--- src/rtl/mie_pkg.sv ---
// Package for the multilocus inbreeding estimator.
// Fixed-point format, field widths, accumulator width and the sequencer state type.
// No dependencies.
package mie_pkg;

	localparam int FRAC_BITS = 16;		// fraction bits of every fixed-point field
	localparam int FREQ_W = FRAC_BITS + 1;	// Q1.FRAC_BITS frequency and threshold
	localparam int EST_W  = 32;	// signed Q16.16 estimate
	localparam int USED_W = 21;	// used loci count on the result port
	localparam int SUM_W  = 56;	// signed contribution accumulator

	localparam logic [EST_W-1:0] EST_POS_MAX = {1'b0, {(EST_W-1){1'b1}}};
	localparam logic [EST_W-1:0] EST_NEG_MAX = {1'b1, {(EST_W-1){1'b0}}};

	typedef logic [FREQ_W-1:0] freq_t;

	typedef enum logic [2:0] {
		ST_IDLE,	// waiting for a locus
		ST_RECIP,	// bit-serial reciprocal of the frequency
		ST_ACC,		// add contribution, bump count
		ST_MINIT,	// set up the mean division
		ST_MEAN,	// bit-serial sum / count
		ST_LOAD		// hand result to the output register
	} mie_state_t;

endpackage

--- src/rtl/multilocus_inbreeding_estimate.sv ---
// A counted homozygous locus passes through the restoring reciprocal divider, which forms
// one quotient bit per cycle; a heterozygous or ignored locus goes straight to accumulate.
// A last locus then runs the 56-bit mean divider, one bit per cycle, unless no loci were
// counted, and waits in the load state while a stalled result holds the output register.
// One item at a time; a finished result may still sit in the output register meanwhile.
// arst_n clears sum, count, result valid and loads the default threshold.
module multilocus_inbreeding_estimate #(
	parameter int MAX_LOCI  = 1048576
) (
	input  logic                  clk,
	input  logic                  arst_n,
	// locus items
	input  logic                  loc_valid,
	output logic                  loc_stall,
	input  logic                  is_homozygous,
	input  mie_pkg::freq_t        allele_frequency,
	input  logic                  last_locus,
	// result items
	output logic                  res_valid,
	input  logic                  res_stall,
	output logic [mie_pkg::EST_W-1:0]  estimate,
	output logic [mie_pkg::USED_W-1:0] used_loci,
	// threshold register write
	input  logic                  cfg_valid,
	output logic                  cfg_ready,
	input  mie_pkg::freq_t        min_frequency
);
	import mie_pkg::*;

	localparam int ONE     = 1 << FRAC_BITS;
	localparam int MINF_RST = (ONE + 500) / 1000;
	localparam int QW      = 2 * FRAC_BITS + 1;		// reciprocal quotient width
	localparam int CW      = QW + 1;			// signed contribution width
	localparam int CNT_W   = $clog2(MAX_LOCI + 1);
	localparam int STEP_W  = $clog2((QW > SUM_W) ? QW : SUM_W);

	mie_state_t state_q, state_d;

	freq_t min_frequency_q;
	logic signed [SUM_W-1:0] sum_q;
	logic [CNT_W-1:0] cnt_q;
	logic res_valid_q;

	logic homo_q, last_q, add_q;
	freq_t freq_q;
	logic [FREQ_W-1:0] rrem_q;
	logic [QW-1:0] quo_q;
	logic [STEP_W-1:0] step_q;
	logic [CNT_W-1:0] mrem_q;
	logic [SUM_W-1:0] mdiv_q;
	logic neg_q;
	logic [EST_W-1:0] estimate_q;
	logic [USED_W-1:0] used_q;

	logic accept, take_thr, res_free;
	logic [FREQ_W:0] rrem2, rrem_sub;
	logic rge, nbit;
	logic [CNT_W:0] mrem2, mrem_sub;
	logic mge;
	logic signed [CW-1:0] contrib;
	logic signed [SUM_W:0] sum_ext;
	logic signed [SUM_W-1:0] sum_next;
	logic [SUM_W-1:0] mag;
	logic [EST_W-1:0] est_c;

	assign cfg_ready = 1'b1;
	assign loc_stall = (state_q != ST_IDLE);
	assign accept    = loc_valid && !loc_stall;
	assign take_thr  = is_homozygous && (allele_frequency > min_frequency_q);
	assign res_free  = !res_valid_q || !res_stall;

	assign res_valid = res_valid_q;
	assign estimate  = estimate_q;
	assign used_loci = used_q;

	// reciprocal: dividend is 2^(2*FRAC_BITS), a single one at the top bit
	assign nbit     = (step_q == STEP_W'(QW - 1));
	assign rrem2    = {rrem_q, nbit};
	assign rge      = rrem2 >= {1'b0, freq_q};
	assign rrem_sub = rrem2 - {1'b0, freq_q};

	// mean: shift register holds dividend, quotient bits enter at the bottom
	assign mrem2    = {mrem_q, mdiv_q[SUM_W-1]};
	assign mge      = mrem2 >= {1'b0, cnt_q};
	assign mrem_sub = mrem2 - {1'b0, cnt_q};

	always_comb begin
		if (homo_q) begin
			contrib = $signed({1'b0, quo_q}) - $signed(CW'(ONE));
		end else begin
			contrib = -$signed(CW'(ONE));
		end
		sum_ext = {sum_q[SUM_W-1], sum_q} + {{(SUM_W + 1 - CW){contrib[CW-1]}}, contrib};
		if (sum_ext[SUM_W] != sum_ext[SUM_W-1]) begin
			sum_next = sum_ext[SUM_W] ? {1'b1, {(SUM_W-1){1'b0}}} : {1'b0, {(SUM_W-1){1'b1}}};
		end else begin
			sum_next = sum_ext[SUM_W-1:0];
		end
		mag = sum_q[SUM_W-1] ? SUM_W'(-sum_q) : SUM_W'(sum_q);
	end

	always_comb begin
		if (cnt_q == '0) begin
			est_c = '0;
		end else if (neg_q) begin
			if (mdiv_q > SUM_W'(EST_NEG_MAX)) begin
				est_c = EST_NEG_MAX;
			end else begin
				est_c = -mdiv_q[EST_W-1:0];
			end
		end else if (mdiv_q > SUM_W'(EST_POS_MAX)) begin
			est_c = EST_POS_MAX;
		end else begin
			est_c = mdiv_q[EST_W-1:0];
		end
	end

	always_ff @(posedge clk or negedge arst_n) begin
		if (!arst_n) begin
			state_q <= ST_IDLE;
		end else begin
			state_q <= state_d;
		end
	end

	always_comb begin
		state_d = state_q;
		unique case (state_q)
			ST_IDLE: begin
				if (loc_valid) begin
					state_d = take_thr ? ST_RECIP : ST_ACC;
				end
			end
			ST_RECIP: begin
				if (step_q == '0) begin
					state_d = ST_ACC;
				end
			end
			ST_ACC:   state_d = last_q ? ST_MINIT : ST_IDLE;
			ST_MINIT: state_d = (cnt_q == '0) ? ST_LOAD : ST_MEAN;
			ST_MEAN: begin
				if (step_q == '0) begin
					state_d = ST_LOAD;
				end
			end
			ST_LOAD: begin
				if (res_free) begin
					state_d = ST_IDLE;
				end
			end
			default: state_d = ST_IDLE;
		endcase
	end

	// threshold, accumulator, count, result valid
	always_ff @(posedge clk or negedge arst_n) begin
		if (!arst_n) begin
			min_frequency_q <= FREQ_W'(MINF_RST);
			sum_q           <= '0;
			cnt_q           <= '0;
			res_valid_q     <= 1'b0;
		end else begin
			if (cfg_valid && cfg_ready) begin
				min_frequency_q <= min_frequency;
			end
			if (state_q == ST_ACC && add_q) begin
				sum_q <= sum_next;
				if (cnt_q < CNT_W'(MAX_LOCI)) begin
					cnt_q <= cnt_q + 1'b1;
				end
			end
			if (state_q == ST_LOAD && res_free) begin
				sum_q       <= '0;
				cnt_q       <= '0;
				res_valid_q <= 1'b1;
			end else if (!res_stall) begin
				res_valid_q <= 1'b0;
			end
		end
	end

	// item capture and the two serial dividers
	always_ff @(posedge clk) begin
		if (accept) begin
			homo_q <= is_homozygous;
			freq_q <= allele_frequency;
			last_q <= last_locus;
			add_q  <= !is_homozygous || take_thr;
			rrem_q <= '0;
			quo_q  <= '0;
			step_q <= STEP_W'(QW - 1);
		end
		if (state_q == ST_RECIP) begin
			rrem_q <= rge ? rrem_sub[FREQ_W-1:0] : rrem2[FREQ_W-1:0];
			quo_q  <= {quo_q[QW-2:0], rge};
			step_q <= step_q - 1'b1;
		end
		if (state_q == ST_MINIT) begin
			neg_q  <= sum_q[SUM_W-1];
			mdiv_q <= mag;
			mrem_q <= '0;
			step_q <= STEP_W'(SUM_W - 1);
		end
		if (state_q == ST_MEAN) begin
			mrem_q <= mge ? mrem_sub[CNT_W-1:0] : mrem2[CNT_W-1:0];
			mdiv_q <= {mdiv_q[SUM_W-2:0], mge};
			step_q <= step_q - 1'b1;
		end
		if (state_q == ST_LOAD && res_free) begin
			estimate_q <= est_c;
			used_q     <= USED_W'(cnt_q);
		end
	end

endmodule

--- config.mk ---
export PLATFORM = sky130hd
export DESIGN_NAME = multilocus_inbreeding_estimate
export DESIGN_NICKNAME = d
export VERILOG_FILES = /design/src/rtl/mie_pkg.sv /design/src/rtl/multilocus_inbreeding_estimate.sv
export SDC_FILE = /design/constraint.sdc
export NUM_CORES = 1
export LEC_CHECK = 0
export BUFFER_PORTS_ARGS = -buffer_cell sky130_fd_sc_hd__buf_2
export CAP_MARGIN = 20
export CORE_ASPECT_RATIO = 0.5
export CORE_MARGIN = 4
export CORE_UTILIZATION = 25
export DETAILED_ROUTE_END_ITERATION = 7
export GPL_TIMING_DRIVEN = 1
export PLACE_DENSITY = 0.39
export SLEW_MARGIN = 20
export SYNTH_ARGS = -nofsm -noshare
export SYNTH_HDL_FRONTEND = slang
export SYNTH_SLANG_ARGS = --single-unit
--- constraint.sdc ---
create_clock -name clk -period 10.3 [get_ports clk]
set_clock_uncertainty 0.1 [all_clocks]
set_input_delay 1.545 -clock clk [delete_from_list [all_inputs] [get_ports clk]]
set_output_delay 1.545 -clock clk [all_outputs]
set_load 0.05 [all_outputs]
# After elaboration in Yosys (flattened, before gate mapping)
# Index checks and enable logic that the tools add are counted.
[totals] regBits=305
[op_classes] addsub=8 order_cmp=6 n_eq_ne=12 n_mux=36 reduce_logical=21
[ops] op="56-bit 2-to-1 mux" count=7
[ops] op="21-bit 2-to-1 mux" count=6
[ops] op="32-bit 2-to-1 mux" count=3
[ops] op="33-bit 2-to-1 mux" count=2
[ops] op="56-bit by 34-bit adder with 57-bit output" count=1
[ops] op="56-bit by 31-bit > comparator with 1-bit output (second input constant)" count=1
[ops] op="56-bit by 32-bit > comparator with 1-bit output (second input constant)" count=1
[ops] op="56-bit negator" count=1
[ops] op="17-bit 2-to-1 mux" count=3
[ops] op="34-bit 2-to-1 mux" count=1
[ops] op="33-bit by 17-bit subtractor with 34-bit output (second input constant)" count=1
[ops] op="32-bit negator" count=1
[ops] op="6-bit 2-to-1 mux" count=4
[ops] op="22-bit by 21-bit >= comparator with 1-bit output" count=1
[ops] op="21-bit by 1-bit adder with 21-bit output (second input constant)" count=1
[ops] op="21-bit logical NOT" count=1
[ops] op="21-bit < comparator (second input constant)" count=1
[ops] op="21-bit subtractor" count=1
[ops] op="18-bit by 17-bit >= comparator with 1-bit output" count=1
[ops] op="3-bit case mux with 6 select lines" count=1
[ops] op="17-bit > comparator" count=1
[ops] op="17-bit subtractor" count=1
[ops] op="3-bit 2-to-1 mux" count=4
[ops] op="2-bit inequality test (second input constant)" count=4
[ops] op="19 further kinds" count=34

# Longest topological paths before layout
# Gate-level depths: netlist of run 1.
[depth] word_depth=7 depth_mapped=21 depth_no_buf=18

# Worst setup path after synthesis of run 1
# No wires, ideal clock.
[synth_timing] path_type="reg-to-reg" from="register quo_q[21]" to="register sum_q[40]" setup_time_ns=0.083 arrival_ns=5.748 required_time_ns=10.117 setup_slack_ns=4.370 stages_incl_launch_ff=20 path_buffers=3 cell_sequence="edfxtp_1 nor4_1 nand2b_1 nor2_1 nand3_1 o21ai_0 ha_1 clkbuf_1 a21o_1 a21o_1 a221o_1 a221o_1 a21oi_1 o21ai_0 o22ai_1 xnor2_1 buf_2 buf_1 nor2_1 o21ai_0"
[synth_via] elab_chain_len=7
[synth_rtl] element="start, declared" line="multilocus_inbreeding_estimate.sv:47" rtl="logic [QW-1:0] quo_q;"
[synth_rtl] element="start signal, assigned" line="multilocus_inbreeding_estimate.sv:195" rtl="quo_q <= {quo_q[QW-2:0], rge};"
[synth_rtl] element="33-bit by 17-bit subtractor with 34-bit output (*)" line="multilocus_inbreeding_estimate.sv:89" rtl="contrib = $signed({1'b0, quo_q}) - $signed(CW'(ONE));"
[synth_rtl] element="34-bit 2-to-1 mux (*)" line="multilocus_inbreeding_estimate.sv:88" rtl="if (homo_q) begin"
[synth_rtl] element="56-bit by 34-bit adder with 57-bit output (*)" line="multilocus_inbreeding_estimate.sv:93" rtl="sum_ext = {sum_q[SUM_W-1], sum_q} + {{(SUM_W + 1 - CW){contrib[CW-1]}}, contrib};"
[synth_rtl] element="56-bit 2-to-1 mux / 1-bit inequality test (equally long branches)" line="multilocus_inbreeding_estimate.sv:95, multilocus_inbreeding_estimate.sv:94"
[synth_rtl] element="56-bit 2-to-1 mux (*)" line="multilocus_inbreeding_estimate.sv:94" rtl="if (sum_ext[SUM_W] != sum_ext[SUM_W-1]) begin"
[synth_rtl] element="56-bit 2-to-1 mux (*)" line="multilocus_inbreeding_estimate.sv:166" rtl="if (state_q == ST_ACC && add_q) begin"
[synth_rtl] element="56-bit 2-to-1 mux (*)" line="multilocus_inbreeding_estimate.sv:172" rtl="if (state_q == ST_LOAD && res_free) begin"
[synth_rtl] element="end signal, assigned" line="multilocus_inbreeding_estimate.sv:167" rtl="sum_q <= sum_next;"
[synth_rtl] element="end, declared" line="multilocus_inbreeding_estimate.sv:40" rtl="logic signed [SUM_W-1:0] sum_q;"
# Every way passes the cells marked *; elsewhere a longest branch is shown, timed or not. The select of a mux whose other input is x is not followed.
# A chain may end at the register's enable or synchronous reset.

# Worst setup path after layout of run 1
[layout_timing] from="register quo_q[21]" to="register sum_q[15]"
# The elaborated chain is that of the path after synthesis.

==> impl_metrics.xml, run 1 <==
<?xml version="1.0" encoding="UTF-8"?>
<metrics>
  <group name="clock_tree">
    <metric name="tritoncts" unit="">yes</metric>
    <metric name="ctsHoldBuffers" unit="">0</metric>
    <metric name="cts.reportedPaths.clkPinSlew" unit="ns">0.06</metric>
    <metric name="cts_root_buffer" unit="">sky130_fd_sc_hd__clkbuf_16</metric>
    <metric name="htree_num_levels" unit="">2</metric>
    <metric name="clk_path_buf_depth" unit="">3</metric>
    <metric name="clk-insertion-delay-late" unit="ns">0.59</metric>
    <metric name="postCtsSetupBuffers" unit="">0</metric>
    <metric name="cts_buffers" unit="">36</metric>
    <metric name="cts_repair_resize_count" unit="">0</metric>
    <metric name="cts.sinks" unit="">305</metric>
  </group>
  <group name="grt">
    <metric name="met1_usage" unit="%">21.1</metric>
    <metric name="track_usage" unit="%">13.5</metric>
    <metric name="largest_net_degree_at_the_start_of_global_routing" unit="">112</metric>
    <metric name="first_pass_grt_wire_length" unit="µm">92200</metric>
    <metric name="groute.layer.met2.usage" unit="%">19.1</metric>
    <metric name="gr-total-overflow" unit="">0</metric>
    <metric name="gr-usage-met3" unit="%">2.15</metric>
    <metric name="gr-max-usage-layer" unit="">met1</metric>
    <metric name="grt_antenna_before_repair" unit="">1</metric>
    <metric name="grt_pass1_vias" unit="">15573</metric>
  </group>
  <group name="sta">
    <metric name="unrepaired_setup_endpoints_after_global_routing" unit="">false</metric>
    <metric name="setup_viol" unit="">0</metric>
    <metric name="min_period_over_period" unit="%">56.0</metric>
    <metric name="worst_pin_slew" unit="ns">1.08</metric>
    <metric name="slew-limit-headroom" unit="%">25.9</metric>
    <metric name="max_freq" unit="MHz">173</metric>
    <metric name="layout_setup_ws" unit="ns">4.53</metric>
    <metric name="finalHoldViolCount" unit="">0</metric>
    <metric name="min_period" unit="ns">5.77</metric>
    <metric name="setup_total_negative_slack" unit="ns">0</metric>
    <metric name="maxSlewViolCount" unit="">0</metric>
  </group>
  <group name="power">
    <metric name="ir_worst_vdd" unit="mV">0.185</metric>
    <metric name="cell_leakage_power" unit="µW">0.00894</metric>
    <metric name="powerDensity" unit="mW/mm²">357</metric>
  </group>
  <group name="worst_setup_path">
    <metric name="worst_ep_arrival_time" unit="ns">6.16</metric>
    <metric name="cp_cell_sequence" unit="">nor4_1 &gt; nand2b_1 &gt; or3_1 &gt; o21ai_0 &gt; nand3_1 &gt; ha_1 &gt; nand2_1 &gt; nor3_1 &gt; nand3b_1 &gt; o31ai_1 &gt; o21ai_0 &gt; a2111oi_0 &gt; o22ai_1 &gt; xnor2_2 &gt; buf_4 &gt; nor3_1 &gt; o21ai_0</metric>
    <metric name="critical_path.max_stage_delay" unit="ns">0.97</metric>
    <metric name="timing.critical_path.required" unit="ns">10.69</metric>
    <metric name="worst_r2r_path_depth" unit="">17</metric>
    <metric name="critical_path_peak_fanout" unit="">48</metric>
    <metric name="timing.rr.end" unit="">sum_q[15]</metric>
    <metric name="endpoint_kind" unit="">flop</metric>
    <metric name="r2r_slack" unit="ns">4.53</metric>
    <metric name="critical-path-slowest-cell" unit="">sky130_fd_sc_hd__a2111oi_0</metric>
    <metric name="crit_top_cell" unit="">sky130_fd_sc_hd__o21ai_0</metric>
    <metric name="timing.setup.critical_path_class" unit="">reg2reg</metric>
    <metric name="critPathLaunchType" unit="">flop</metric>
    <metric name="rr_startpoint" unit="">quo_q[21]</metric>
  </group>
  <group name="synth">
    <metric name="asyncSetResetFlopFracSynth" unit="%">32.1</metric>
    <metric name="synth.yosys.warnings" unit="">0</metric>
    <metric name="postSynthAreaPerCell" unit="µm²">9.07</metric>
    <metric name="netlist-cell-type-count" unit="">75</metric>
    <metric name="synth_top_area_share" unit="%">30.9</metric>
    <metric name="post_synthesis_sequential_area_ratio" unit="%">43.1</metric>
    <metric name="leading_cell_types_by_total_area_after_synthesis" unit="">sky130_fd_sc_hd__edfxtp_1 31%, sky130_fd_sc_hd__dfrtp_1 12%, sky130_fd_sc_hd__ha_1 7.6%</metric>
    <metric name="netlist.top_cell.by_area" unit="">sky130_fd_sc_hd__edfxtp_1</metric>
    <metric name="ys_ff_latch" unit="">305</metric>
    <metric name="syn-cell-area" unit="mm²">0.0201</metric>
    <metric name="synth_ff_type" unit="">sky130_fd_sc_hd__edfxtp_1</metric>
    <metric name="synth_edf_count" unit="">207</metric>
    <metric name="number_of_nets_in_the_synthesized_netlist" unit="">2382</metric>
    <metric name="postSynthCellCount" unit="">2216</metric>
  </group>
  <group name="finish">
    <metric name="final_cell_mix" unit="">267 x sky130_fd_sc_hd__nand2_1, 223 x sky130_fd_sc_hd__o21ai_0, 207 x sky130_fd_sc_hd__edfxtp_1, 187 x sky130_fd_sc_hd__nor2_1, 146 x sky130_fd_sc_hd__a21oi_1</metric>
    <metric name="diodes" unit="">0</metric>
    <metric name="layout-drive-gt1-share" unit="%">9.16</metric>
    <metric name="area_of_the_multi_input_gates" unit="mm²">0.0108</metric>
    <metric name="num-nets-final" unit="">2441</metric>
    <metric name="fill_cells" unit="">8391</metric>
    <metric name="commonest_non_fill_non_tap_cell_in_the_layout" unit="">sky130_fd_sc_hd__nand2_1</metric>
    <metric name="flow.area_growth_from_synthesis" unit="%">14.7</metric>
    <metric name="final_cell_area" unit="mm²">0.0231</metric>
    <metric name="seqCellArea" unit="mm²">0.00867</metric>
  </group>
  <group name="placement">
    <metric name="post-place-ws" unit="ns">4.66</metric>
    <metric name="placed_cell_area" unit="mm²">0.0218</metric>
    <metric name="io_buffer_count" unit="">95</metric>
    <metric name="dp.final_hpwl" unit="µm">43500</metric>
    <metric name="gp_routability_congestion" unit="">0.800</metric>
  </group>
  <group name="status">
    <metric name="result_of_the_run" unit="">finished clean</metric>
  </group>
  <group name="routing">
    <metric name="drt-wirelength-per-cell" unit="µm">17.4</metric>
    <metric name="first_iter_violations" unit="">998</metric>
    <metric name="drt_drc_violations_left" unit="">0</metric>
    <metric name="count_of_tritonroute_iterations_in_the_first_routing_pass" unit="">5</metric>
    <metric name="viasPerCell" unit="">4.75</metric>
    <metric name="dr_total_vias" unit="">16111</metric>
    <metric name="total_wirelength_of_the_detailed_routed_design" unit="µm">58900</metric>
    <metric name="ant_nets" unit="">0</metric>
  </group>
  <group name="floorplanning">
    <metric name="io-pin-count" unit="">97</metric>
    <metric name="fp.dieArea" unit="mm²">0.0853</metric>
    <metric name="std_cell_rows" unit="">73</metric>
    <metric name="dieWidth" unit="µm">409</metric>
    <metric name="die-height" unit="µm">209</metric>
    <metric name="design.core.area" unit="mm²">0.0796</metric>
    <metric name="initial_utilization" unit="%">25.3</metric>
  </group>
  <group name="run">
    <metric name="max_cap_violations" unit="">0</metric>
  </group>
  <group name="min_path">
    <metric name="hold_path_depth" unit="">0</metric>
    <metric name="worstHoldPathType" unit="">reg2reg</metric>
    <metric name="worstHoldStart" unit="">cnt_q[5]</metric>
    <metric name="holdPathEnd" unit="">used_loci[5]</metric>
  </group>
</metrics>
==> metrics by stage <==
step                instances  hold slack [ns]  total power (µW)  utilization, %
finish                   3390            0.386              8240            29.0
global route             3390            0.406              8980            29.0
detailed placement       3324            0.371              6880            27.4
CTS                      3390            0.386              8320            29.0
floorplan                2216            0.347              5610               -
global placement         3324            0.371              6910            27.4
==> how the worst max path moves through the flow <==
stage               startpoint         to  slack, ns
floorplan            quo_q[21]  sum_q[40]       4.37
global placement     quo_q[19]  sum_q[15]       4.74
detailed placement   quo_q[21]  sum_q[15]       4.66
CTS                  quo_q[21]  sum_q[15]       4.63
global route         quo_q[21]   sum_q[9]       4.11
finish               quo_q[21]  sum_q[15]       4.53
==> final cells by class <==
cell class,count,area share (%)
clock buffer,57,4.83
clock inverter,9,0.570
inverter,103,1.68
multi-input combinational,1714,46.7
sequential,305,37.6
tap,1087,5.90
timing repair buffer,115,2.72
==> cells in the mapped netlist, types with 5 or more instances <==
cell type / n
sky130_fd_sc_hd__nand2_1: 268
sky130_fd_sc_hd__o21ai_0: 224
sky130_fd_sc_hd__edfxtp_1: 207
sky130_fd_sc_hd__nor2_1: 193
sky130_fd_sc_hd__a21oi_1: 146
sky130_fd_sc_hd__ha_1: 122
sky130_fd_sc_hd__inv_1: 102
sky130_fd_sc_hd__dfrtp_1: 96
sky130_fd_sc_hd__clkbuf_1: 85
sky130_fd_sc_hd__xor2_1: 83
sky130_fd_sc_hd__xnor2_1: 71
sky130_fd_sc_hd__and2_1: 54
sky130_fd_sc_hd__nand3_1: 52
sky130_fd_sc_hd__nor3_1: 51
sky130_fd_sc_hd__a21o_1: 41
sky130_fd_sc_hd__nand4_1: 35
sky130_fd_sc_hd__o31ai_1: 32
sky130_fd_sc_hd__nor4_1: 25
sky130_fd_sc_hd__or3_1: 23
sky130_fd_sc_hd__nand2b_1: 22
sky130_fd_sc_hd__and3_1: 21
sky130_fd_sc_hd__o21a_1: 20
sky130_fd_sc_hd__nor2b_1: 19
sky130_fd_sc_hd__a31oi_1: 18
sky130_fd_sc_hd__mux2i_1: 15
sky130_fd_sc_hd__o21bai_1: 15
sky130_fd_sc_hd__nand3b_1: 14
sky130_fd_sc_hd__a211oi_1: 13
sky130_fd_sc_hd__o41ai_1: 13
sky130_fd_sc_hd__o211ai_1: 12
sky130_fd_sc_hd__or4_1: 12
sky130_fd_sc_hd__a221oi_1: 7
sky130_fd_sc_hd__a31o_2: 7
sky130_fd_sc_hd__a21boi_0: 6
sky130_fd_sc_hd__a221o_1: 6
sky130_fd_sc_hd__a2111oi_0: 5
sky130_fd_sc_hd__a211o_1: 5
sky130_fd_sc_hd__buf_1: 5
sky130_fd_sc_hd__o22ai_1: 5
sky130_fd_sc_hd__or2_2: 5
==> routing by layer <==
layer	vias up	wire length (µm)
met1	7657	32000
met3	62	2020
met5	-	0
met4	0	1150
li1	8172	-
met2	220	23800
==> critical path, delay by kind of cell, from the launching register on <==
family                   cells  cell delay (ns)
AO/OA/AOI/OAI                6             2.24
AND/OR/NAND/NOR              8             1.77
buffers and inverters        1             0.47
flip-flops                   1             0.44
adder cells (fa/ha/maj)      1             0.43
XOR/XNOR                     1             0.20
==> registers in the layout, summed over array words and instances (netlist names), 21 cells and up <==
| name | flops |
|---|---|
| cnt_q | 21 |
| estimate | 32 |
| mdiv_q | 56 |
| mrem_q | 21 |
| quo_q | 33 |
| sum_q | 56 |
| used_loci | 21 |
==> logic make-up after synthesis <==
| group | share of synthesized area, % |
|---|---|
| AND/OR/NAND/NOR | 19.4 |
| flip-flops | 43.1 |
| buffers and inverters | 3.72 |
| AO/OA/AOI/OAI | 18.3 |
| multiplexers | 0.859 |
| XOR/XNOR | 6.71 |
| adder cells (fa/ha/maj) | 7.89 |
| other | 0.0187 |
==> power by group <==
group	leakage, µW	internal, µW	switching, µW
logic	0.00517	1660	2670
registers	0.00317	1950	574
clock network	0.000604	802	581
Note: power is estimated with default switching activity, not from simulation.
==> run 2: changes to the inputs <==
==> constraint.sdc (replaced) <==
create_clock -name clk -period 5.59 [get_ports clk]
set_clock_uncertainty 0.1 [all_clocks]
set_input_delay 0.8385 -clock clk [delete_from_list [all_inputs] [get_ports clk]]
set_output_delay 0.8385 -clock clk [all_outputs]
set_load 0.05 [all_outputs]
==> run 2 against run 1 <==
First-iteration DRC count fell by 2.8%. Clock-buffer cell count fell by 9. Critical path depth rose by 2. Die area did not move. Clock power rose by 80%. Combinational power rose by 88%. Register-to-register slack got worse by 3.9 ns. Worst hold slack got worse by 0.043 ns. Flip-flop and latch count did not move. Power rose by 85%. Utilization rose by 0.11 points.
==> impl_metrics.xml, run 2 (synthesis results as in run 1) <==
<?xml version="1.0" encoding="UTF-8"?>
<metrics>
  <group name="power">
    <metric name="power.net_switching" unit="µW">7120</metric>
    <metric name="p_total" unit="µW">15200</metric>
    <metric name="power_switching_share" unit="%">46.7</metric>
    <metric name="cell_internal_pwr" unit="µW">8130</metric>
    <metric name="relative_contribution_of_the_clock_network_to_total_power" unit="%">16.2</metric>
    <metric name="seq_power_share" unit="%">30.5</metric>
    <metric name="cell_leakage_power" unit="µW">0.00899</metric>
    <metric name="ir_worst_vdd" unit="mV">0.212</metric>
    <metric name="powerDensity" unit="mW/mm²">659</metric>
    <metric name="combinationalPowerShare" unit="%">53.2</metric>
  </group>
  <group name="worst_setup_path">
    <metric name="critPathLaunchType" unit="">flop</metric>
    <metric name="timing.critical_path.required" unit="ns">5.96</metric>
    <metric name="endpoint_kind" unit="">flop</metric>
    <metric name="critical-path-slowest-cell" unit="">sky130_fd_sc_hd__edfxtp_1</metric>
    <metric name="critical_path_peak_fanout" unit="">48</metric>
    <metric name="cp_cell_sequence" unit="">nor4_2 &gt; nand2b_1 &gt; or3_1 &gt; nand2b_1 &gt; nor4_1 &gt; xnor2_1 &gt; nand2_1 &gt; ha_1 &gt; nand2_1 &gt; o21ai_0 &gt; a31oi_1 &gt; o221a_2 &gt; a2111oi_0 &gt; buf_4 &gt; nor3b_1 &gt; mux2_2 &gt; nand2b_1 &gt; buf_12 &gt; o21ai_0</metric>
    <metric name="critical_path.max_stage_delay" unit="ns">0.49</metric>
    <metric name="worst_ep_arrival_time" unit="ns">5.31</metric>
    <metric name="crit_top_cell" unit="">sky130_fd_sc_hd__nand2b_1</metric>
    <metric name="timing.setup.critical_path_class" unit="">reg2reg</metric>
  </group>
  <group name="placement">
    <metric name="io_buffer_count" unit="">95</metric>
    <metric name="numPlacedInstances" unit="">3334</metric>
    <metric name="gp_routability_congestion" unit="">0.817</metric>
    <metric name="dp.final_hpwl" unit="µm">44200</metric>
  </group>
  <group name="sta">
    <metric name="worst_pin_slew" unit="ns">1.05</metric>
    <metric name="min_period" unit="ns">4.95</metric>
    <metric name="maxSlewViolCount" unit="">0</metric>
    <metric name="slew-limit-headroom" unit="%">29.7</metric>
    <metric name="finalHoldViolCount" unit="">0</metric>
    <metric name="setup_total_negative_slack" unit="ns">0</metric>
    <metric name="min_period_over_period" unit="%">88.5</metric>
    <metric name="max_freq" unit="MHz">202</metric>
    <metric name="setup_viol" unit="">0</metric>
    <metric name="unrepaired_setup_endpoints_after_global_routing" unit="">false</metric>
  </group>
  <group name="grt">
    <metric name="grt_pass1_vias" unit="">15701</metric>
    <metric name="track_usage" unit="%">13.8</metric>
    <metric name="largest_net_degree_at_the_start_of_global_routing" unit="">112</metric>
    <metric name="first_pass_grt_wire_length" unit="µm">93800</metric>
    <metric name="grt_antenna_before_repair" unit="">0</metric>
    <metric name="gr-total-overflow" unit="">0</metric>
  </group>
  <group name="routing">
    <metric name="count_of_tritonroute_iterations_in_the_first_routing_pass" unit="">5</metric>
    <metric name="drt_drc_violations_left" unit="">0</metric>
    <metric name="dr_total_vias" unit="">16189</metric>
    <metric name="viasPerCell" unit="">4.76</metric>
    <metric name="drt-wirelength-per-cell" unit="µm">17.6</metric>
    <metric name="first_iter_violations" unit="">970</metric>
    <metric name="ant_nets" unit="">0</metric>
    <metric name="total_wirelength_of_the_detailed_routed_design" unit="µm">59800</metric>
  </group>
  <group name="clock_tree">
    <metric name="cts_root_buffer" unit="">sky130_fd_sc_hd__clkbuf_16</metric>
    <metric name="cts.sinks" unit="">305</metric>
    <metric name="postCtsSetupBuffers" unit="">0</metric>
    <metric name="htree_num_levels" unit="">2</metric>
    <metric name="clk_path_buf_depth" unit="">3</metric>
    <metric name="tritoncts" unit="">yes</metric>
    <metric name="cts_buffers" unit="">36</metric>
    <metric name="cts.reportedPaths.clkPinSlew" unit="ns">0.06</metric>
    <metric name="clk-insertion-delay-late" unit="ns">0.58</metric>
  </group>
  <group name="floorplanning">
    <metric name="design.core.area" unit="mm²">0.0796</metric>
    <metric name="std_cell_rows" unit="">73</metric>
    <metric name="dieWidth" unit="µm">409</metric>
    <metric name="initial_utilization" unit="%">25.3</metric>
    <metric name="io-pin-count" unit="">97</metric>
    <metric name="die-height" unit="µm">209</metric>
    <metric name="fp.dieArea" unit="mm²">0.0853</metric>
  </group>
  <group name="finish">
    <metric name="regs_by_ff_count" unit="">mdiv_q: 56 flops, sum_q: 56 flops, quo_q: 33 flops</metric>
    <metric name="commonest_non_fill_non_tap_cell_in_the_layout" unit="">sky130_fd_sc_hd__nand2_1</metric>
    <metric name="num-nets-final" unit="">2452</metric>
    <metric name="flow.area_growth_from_synthesis" unit="%">15.1</metric>
    <metric name="fin_cells" unit="">3401</metric>
    <metric name="layout-drive-gt1-share" unit="%">9.51</metric>
    <metric name="final_cell_mix" unit="">267 x sky130_fd_sc_hd__nand2_1, 223 x sky130_fd_sc_hd__o21ai_0, 207 x sky130_fd_sc_hd__edfxtp_1, 188 x sky130_fd_sc_hd__nor2_1, 146 x sky130_fd_sc_hd__a21oi_1</metric>
    <metric name="diodes" unit="">0</metric>
    <metric name="fill_cells" unit="">8453</metric>
  </group>
  <group name="run">
    <metric name="max_cap_violations" unit="">0</metric>
  </group>
  <group name="status">
    <metric name="result_of_the_run" unit="">finished clean</metric>
  </group>
  <group name="min_path">
    <metric name="worstHoldPathType" unit="">in2reg</metric>
  </group>
</metrics>
-- run 2: cell count changes in the layout (fill, tap and decap cells not counted), sizes merged --
cell / previous run / this run
dlygate4sd3: 0 / 1
clkinv: 4 / 12
buf: 115 / 125
clkbuf: 57 / 48
bufinv: 2 / 3
-- run 2: path summary, 6_finish.rpt --
check / start / to / slack [ns] / depth (start not counted)
worst min register to register: cnt_q[12] / used_loci[12] / 0.39 / 0
max in group asynchronous: arst_n / sum_q[55] / 3.82 / 3
worst max-delay path: quo_q[19] / sum_q[21] / 0.64 / 19
min in group asynchronous: arst_n / cnt_q[13] / 0.57 / 2
worst max register to register: quo_q[19] / sum_q[21] / 0.64 / 19
worst min-delay path: last_locus / last_q / 0.34 / 1
-- run 2: timing repair --
item / in CTS / in global routing
gates resized for setup: 0 / 1
setup endpoints to repair: 0 / 35
hold endpoints to repair: 8 / 0
hold buffers: 1 / 0
-- run 2: layout make-up --
type                            instances  area [µm²]  share of cell area, %
Clock buffer                           48        1010                   4.36
Clock inverter                         18         195                  0.844
Inverter                              103         387                   1.67
Multi-Input combinational cell       1714       10800                   46.5
Sequential cell                       305        8670                   37.5
Tap cell                             1087        1360                   5.88
Timing Repair Buffer                  126         751                   3.24
-- run 2: metrics by stage --
step / setup WS, ns / area (µm²) / hold slack, ns / util [%]
2_1_floorplan: 0.285 / 20100 / 0.347 / -
3_3_place_gp: 0.619 / 21900 / 0.383 / 27.5
5_1_grt: 0.0500 / 23100 / 0.297 / 29.1
3_5_place_dp: 0.583 / 21900 / 0.382 / 27.5
6_report: 0.644 / 23100 / 0.343 / 29.1
4_1_cts: 0.554 / 23100 / 0.291 / 29.1
-- run 2: power by group through the flow --
stage | sequential, µW | clock [µW] | combinational (µW)
6_report | 4660 | 2480 | 8120
5_1_grt | 4800 | 2670 | 9160
4_1_cts | 4660 | 2580 | 8150
3_5_place_dp | 4700 | 0 | 8120
3_3_place_gp | 4690 | 0 | 8170
2_1_floorplan | 4320 | 0 | 6010
-- run 2: routing by layer --
metal  part of all wire [%]  global-route usage [%]  up-vias  wire, µm
met5                      0                       0        -         0
met4                    1.4                    2.59        0       832
met3                    3.7                    2.11       50      2200
met2                     40                    19.4      231     24100
met1                     55                    21.9     7729     32600
li1                       -                       -     8179         -
-- run 2: critical path, delay by kind of cell (launching register included) --
kind                       cells  cell delay, ns
and+or+nand+nor                9            1.77
AOI/OAI and AO/OA              5            1.24
DFF                            1            0.49
adders and majority gates      1            0.40
buffers and inverters          2            0.38
muxes                          1            0.30
xor gates and xnor gates       1            0.16
==> run 3: changes to the inputs <==
==> constraint.sdc (replaced) <==
create_clock -name clk -period 5.9 [get_ports clk]
set_clock_uncertainty 0.1 [all_clocks]
set_input_delay 0.885 -clock clk [delete_from_list [all_inputs] [get_ports clk]]
set_output_delay 0.885 -clock clk [all_outputs]
set_load 0.05 [all_outputs]
==> run 3 against run 2 <==
Highest routed layer unchanged. Sequential power decreased by 4.9%. Flip-flop and latch count unchanged. Largest power group unchanged. Clock-buffer cell count unchanged. Routed wire length decreased by 0.99%.
==> impl_metrics.xml, run 3 (synthesis results as in run 1) <==
<?xml version="1.0" encoding="UTF-8"?>
<metrics>
  <group name="floorplanning">
    <metric name="die-height" unit="µm">209</metric>
    <metric name="design.core.area" unit="mm²">0.0796</metric>
    <metric name="initial_utilization" unit="%">25.3</metric>
    <metric name="std_cell_rows" unit="">73</metric>
    <metric name="dieWidth" unit="µm">409</metric>
    <metric name="fp.dieArea" unit="mm²">0.0853</metric>
    <metric name="io-pin-count" unit="">97</metric>
  </group>
  <group name="sta">
    <metric name="setup_viol" unit="">0</metric>
    <metric name="slew-limit-headroom" unit="%">26.4</metric>
    <metric name="maxSlewViolCount" unit="">0</metric>
    <metric name="finalHoldViolCount" unit="">0</metric>
    <metric name="worst_pin_slew" unit="ns">1.09</metric>
    <metric name="min_period_over_period" unit="%">88.9</metric>
    <metric name="setup_total_negative_slack" unit="ns">0</metric>
    <metric name="max_freq" unit="MHz">191</metric>
    <metric name="min_period" unit="ns">5.24</metric>
    <metric name="unrepaired_setup_endpoints_after_global_routing" unit="">false</metric>
    <metric name="layout_setup_ws" unit="ns">0.657</metric>
  </group>
  <group name="clock_tree">
    <metric name="cts_buffers" unit="">35</metric>
    <metric name="cts_root_buffer" unit="">sky130_fd_sc_hd__clkbuf_16</metric>
    <metric name="clk_path_buf_depth" unit="">3</metric>
    <metric name="postCtsSetupBuffers" unit="">0</metric>
    <metric name="cts.reportedPaths.clkPinSlew" unit="ns">0.07</metric>
    <metric name="tritoncts" unit="">yes</metric>
    <metric name="cts.sinks" unit="">305</metric>
    <metric name="clk-insertion-delay-late" unit="ns">0.58</metric>
    <metric name="htree_num_levels" unit="">2</metric>
    <metric name="ctsHoldBuffers" unit="">0</metric>
  </group>
  <group name="worst_setup_path">
    <metric name="endpoint_kind" unit="">flop</metric>
    <metric name="critPathLaunchType" unit="">flop</metric>
    <metric name="worst_ep_arrival_time" unit="ns">5.62</metric>
    <metric name="cp_cell_sequence" unit="">nor4_1 &gt; nand2b_1 &gt; or3_1 &gt; o21ai_0 &gt; nand3_1 &gt; ha_1 &gt; nand2_1 &gt; nor3_1 &gt; nand3b_1 &gt; o31ai_1 &gt; o21ai_0 &gt; a2111oi_0 &gt; buf_4 &gt; nor3b_1 &gt; mux2_2 &gt; nand2b_1 &gt; buf_4 &gt; o21ai_0</metric>
    <metric name="crit_top_cell" unit="">sky130_fd_sc_hd__o21ai_0</metric>
    <metric name="critical_path_peak_fanout" unit="">48</metric>
    <metric name="timing.critical_path.required" unit="ns">6.28</metric>
    <metric name="timing.setup.critical_path_class" unit="">reg2reg</metric>
    <metric name="critical-path-slowest-cell" unit="">sky130_fd_sc_hd__a2111oi_0</metric>
    <metric name="critical_path.max_stage_delay" unit="ns">0.52</metric>
  </group>
  <group name="finish">
    <metric name="num-nets-final" unit="">2447</metric>
    <metric name="regs_by_ff_count" unit="">mdiv_q: 56 flops, sum_q: 56 flops, quo_q: 33 flops</metric>
    <metric name="layout-drive-gt1-share" unit="%">9.36</metric>
    <metric name="final_cell_mix" unit="">267 x sky130_fd_sc_hd__nand2_1, 223 x sky130_fd_sc_hd__o21ai_0, 207 x sky130_fd_sc_hd__edfxtp_1, 188 x sky130_fd_sc_hd__nor2_1, 146 x sky130_fd_sc_hd__a21oi_1</metric>
    <metric name="area_of_the_multi_input_gates" unit="mm²">0.0108</metric>
    <metric name="fill_cells" unit="">8515</metric>
    <metric name="seqCellArea" unit="mm²">0.00867</metric>
    <metric name="commonest_non_fill_non_tap_cell_in_the_layout" unit="">sky130_fd_sc_hd__nand2_1</metric>
    <metric name="flow.area_growth_from_synthesis" unit="%">14.5</metric>
  </group>
  <group name="routing">
    <metric name="drt-wirelength-per-cell" unit="µm">17.4</metric>
    <metric name="total_wirelength_of_the_detailed_routed_design" unit="µm">59200</metric>
    <metric name="first_iter_violations" unit="">1019</metric>
    <metric name="viasPerCell" unit="">4.73</metric>
    <metric name="count_of_tritonroute_iterations_in_the_first_routing_pass" unit="">7</metric>
    <metric name="dr_total_vias" unit="">16070</metric>
    <metric name="drt_drc_violations_left" unit="">0</metric>
    <metric name="ant_nets" unit="">0</metric>
  </group>
  <group name="placement">
    <metric name="io_buffer_count" unit="">95</metric>
    <metric name="dp.final_hpwl" unit="µm">43700</metric>
    <metric name="post-place-ws" unit="ns">0.636</metric>
    <metric name="gp_routability_congestion" unit="">0.811</metric>
  </group>
  <group name="grt">
    <metric name="largest_net_degree_at_the_start_of_global_routing" unit="">105</metric>
    <metric name="gr-total-overflow" unit="">0</metric>
    <metric name="grt_pass1_vias" unit="">15620</metric>
    <metric name="track_usage" unit="%">13.6</metric>
    <metric name="first_pass_grt_wire_length" unit="µm">92900</metric>
    <metric name="grt_antenna_before_repair" unit="">0</metric>
  </group>
  <group name="min_path">
    <metric name="worstHoldPathType" unit="">in2async</metric>
  </group>
  <group name="power">
    <metric name="powerDensity" unit="mW/mm²">622</metric>
    <metric name="cell_leakage_power" unit="µW">0.00893</metric>
    <metric name="ir_worst_vdd" unit="mV">0.217</metric>
  </group>
  <group name="status">
    <metric name="result_of_the_run" unit="">finished clean</metric>
  </group>
  <group name="run">
    <metric name="max_cap_violations" unit="">0</metric>
  </group>
</metrics>
## run 3: cell count changes in the layout (fill, tap and decap cells not counted), sizes merged
cell and change:
buf -3, bufinv -2, clkinv -1, diode +1, dlygate4sd3 -1
## run 3: final timing paths
path / start / to / slack, ns / depth (start not counted)
worst max register to register: quo_q[19] / sum_q[42] / 0.66 / 18
worst min-delay path: arst_n / cnt_q[11] / 0.11 / 1
max in group asynchronous: arst_n / sum_q[6] / 4.47 / 2
worst min register to register: cnt_q[5] / used_loci[5] / 0.39 / 0
min in group clk: last_locus / last_q / 0.38 / 1
worst max-delay path: quo_q[19] / sum_q[42] / 0.66 / 18
## run 3: timing repair
| item | in CTS | in global routing |
|---|---|---|
| setup endpoints to repair | 0 | 2 |
| endpoints found under the hold margin | 0 | 0 |
| resized for setup | 0 | 1 |
## run 3: area by class of cell
type | count | area share, %
diodes | 1 | 0.0109
flip-flops and latches | 305 | 37.7
clock inverters | 15 | 0.642
well taps | 1087 | 5.91
repair buffers | 122 | 3.01
clock buffers | 48 | 4.29
inverters | 103 | 1.68
multi-input cells | 1714 | 46.8
## run 3: through the flow
step | hold slack (ns) | utilization, % | cells | instance area (µm²) | power [µW]
finish | 0.113 | 28.9 | 3395 | 23000 | 14300
global route | 0.111 | 28.9 | 3394 | 23000 | 15600
CTS | 0.0878 | 28.9 | 3394 | 23000 | 14400
detailed placement | 0.369 | 27.5 | 3331 | 21900 | 12100
global placement | 0.380 | 27.5 | 3331 | 21900 | 12200
floorplan | 0.347 | - | 2216 | 20100 | 9790
## run 3: where the power goes
part           leakage (µW)  internal (µW)  switching, µW
combinational       0.00521           2940           4700
sequential          0.00317           3400           1030
clock              0.000555           1230           1010
total               0.00893           7570           6740
## run 3: worst max-delay path, delay by kind of cell (launching register included)
kind                     cells  cell delay (ns)
AND/OR/NAND/NOR              9             1.75
multiplexers                 1             0.29
adder cells (fa/ha/maj)      1             0.41
flip-flops                   1             0.48
buffers and inverters        2             0.46
AO/OA/AOI/OAI                5             1.66
## run 3: routing by layer
layer | track usage, % | share of wire (%) | vias to the layer above
li1 | - | - | 8183
met3 | 2.06 | 3.6 | 63
met1 | 21.3 | 54 | 7575
met5 | 0 | 0 | -
met2 | 19.4 | 40 | 249
met4 | 3.22 | 1.9 | 0
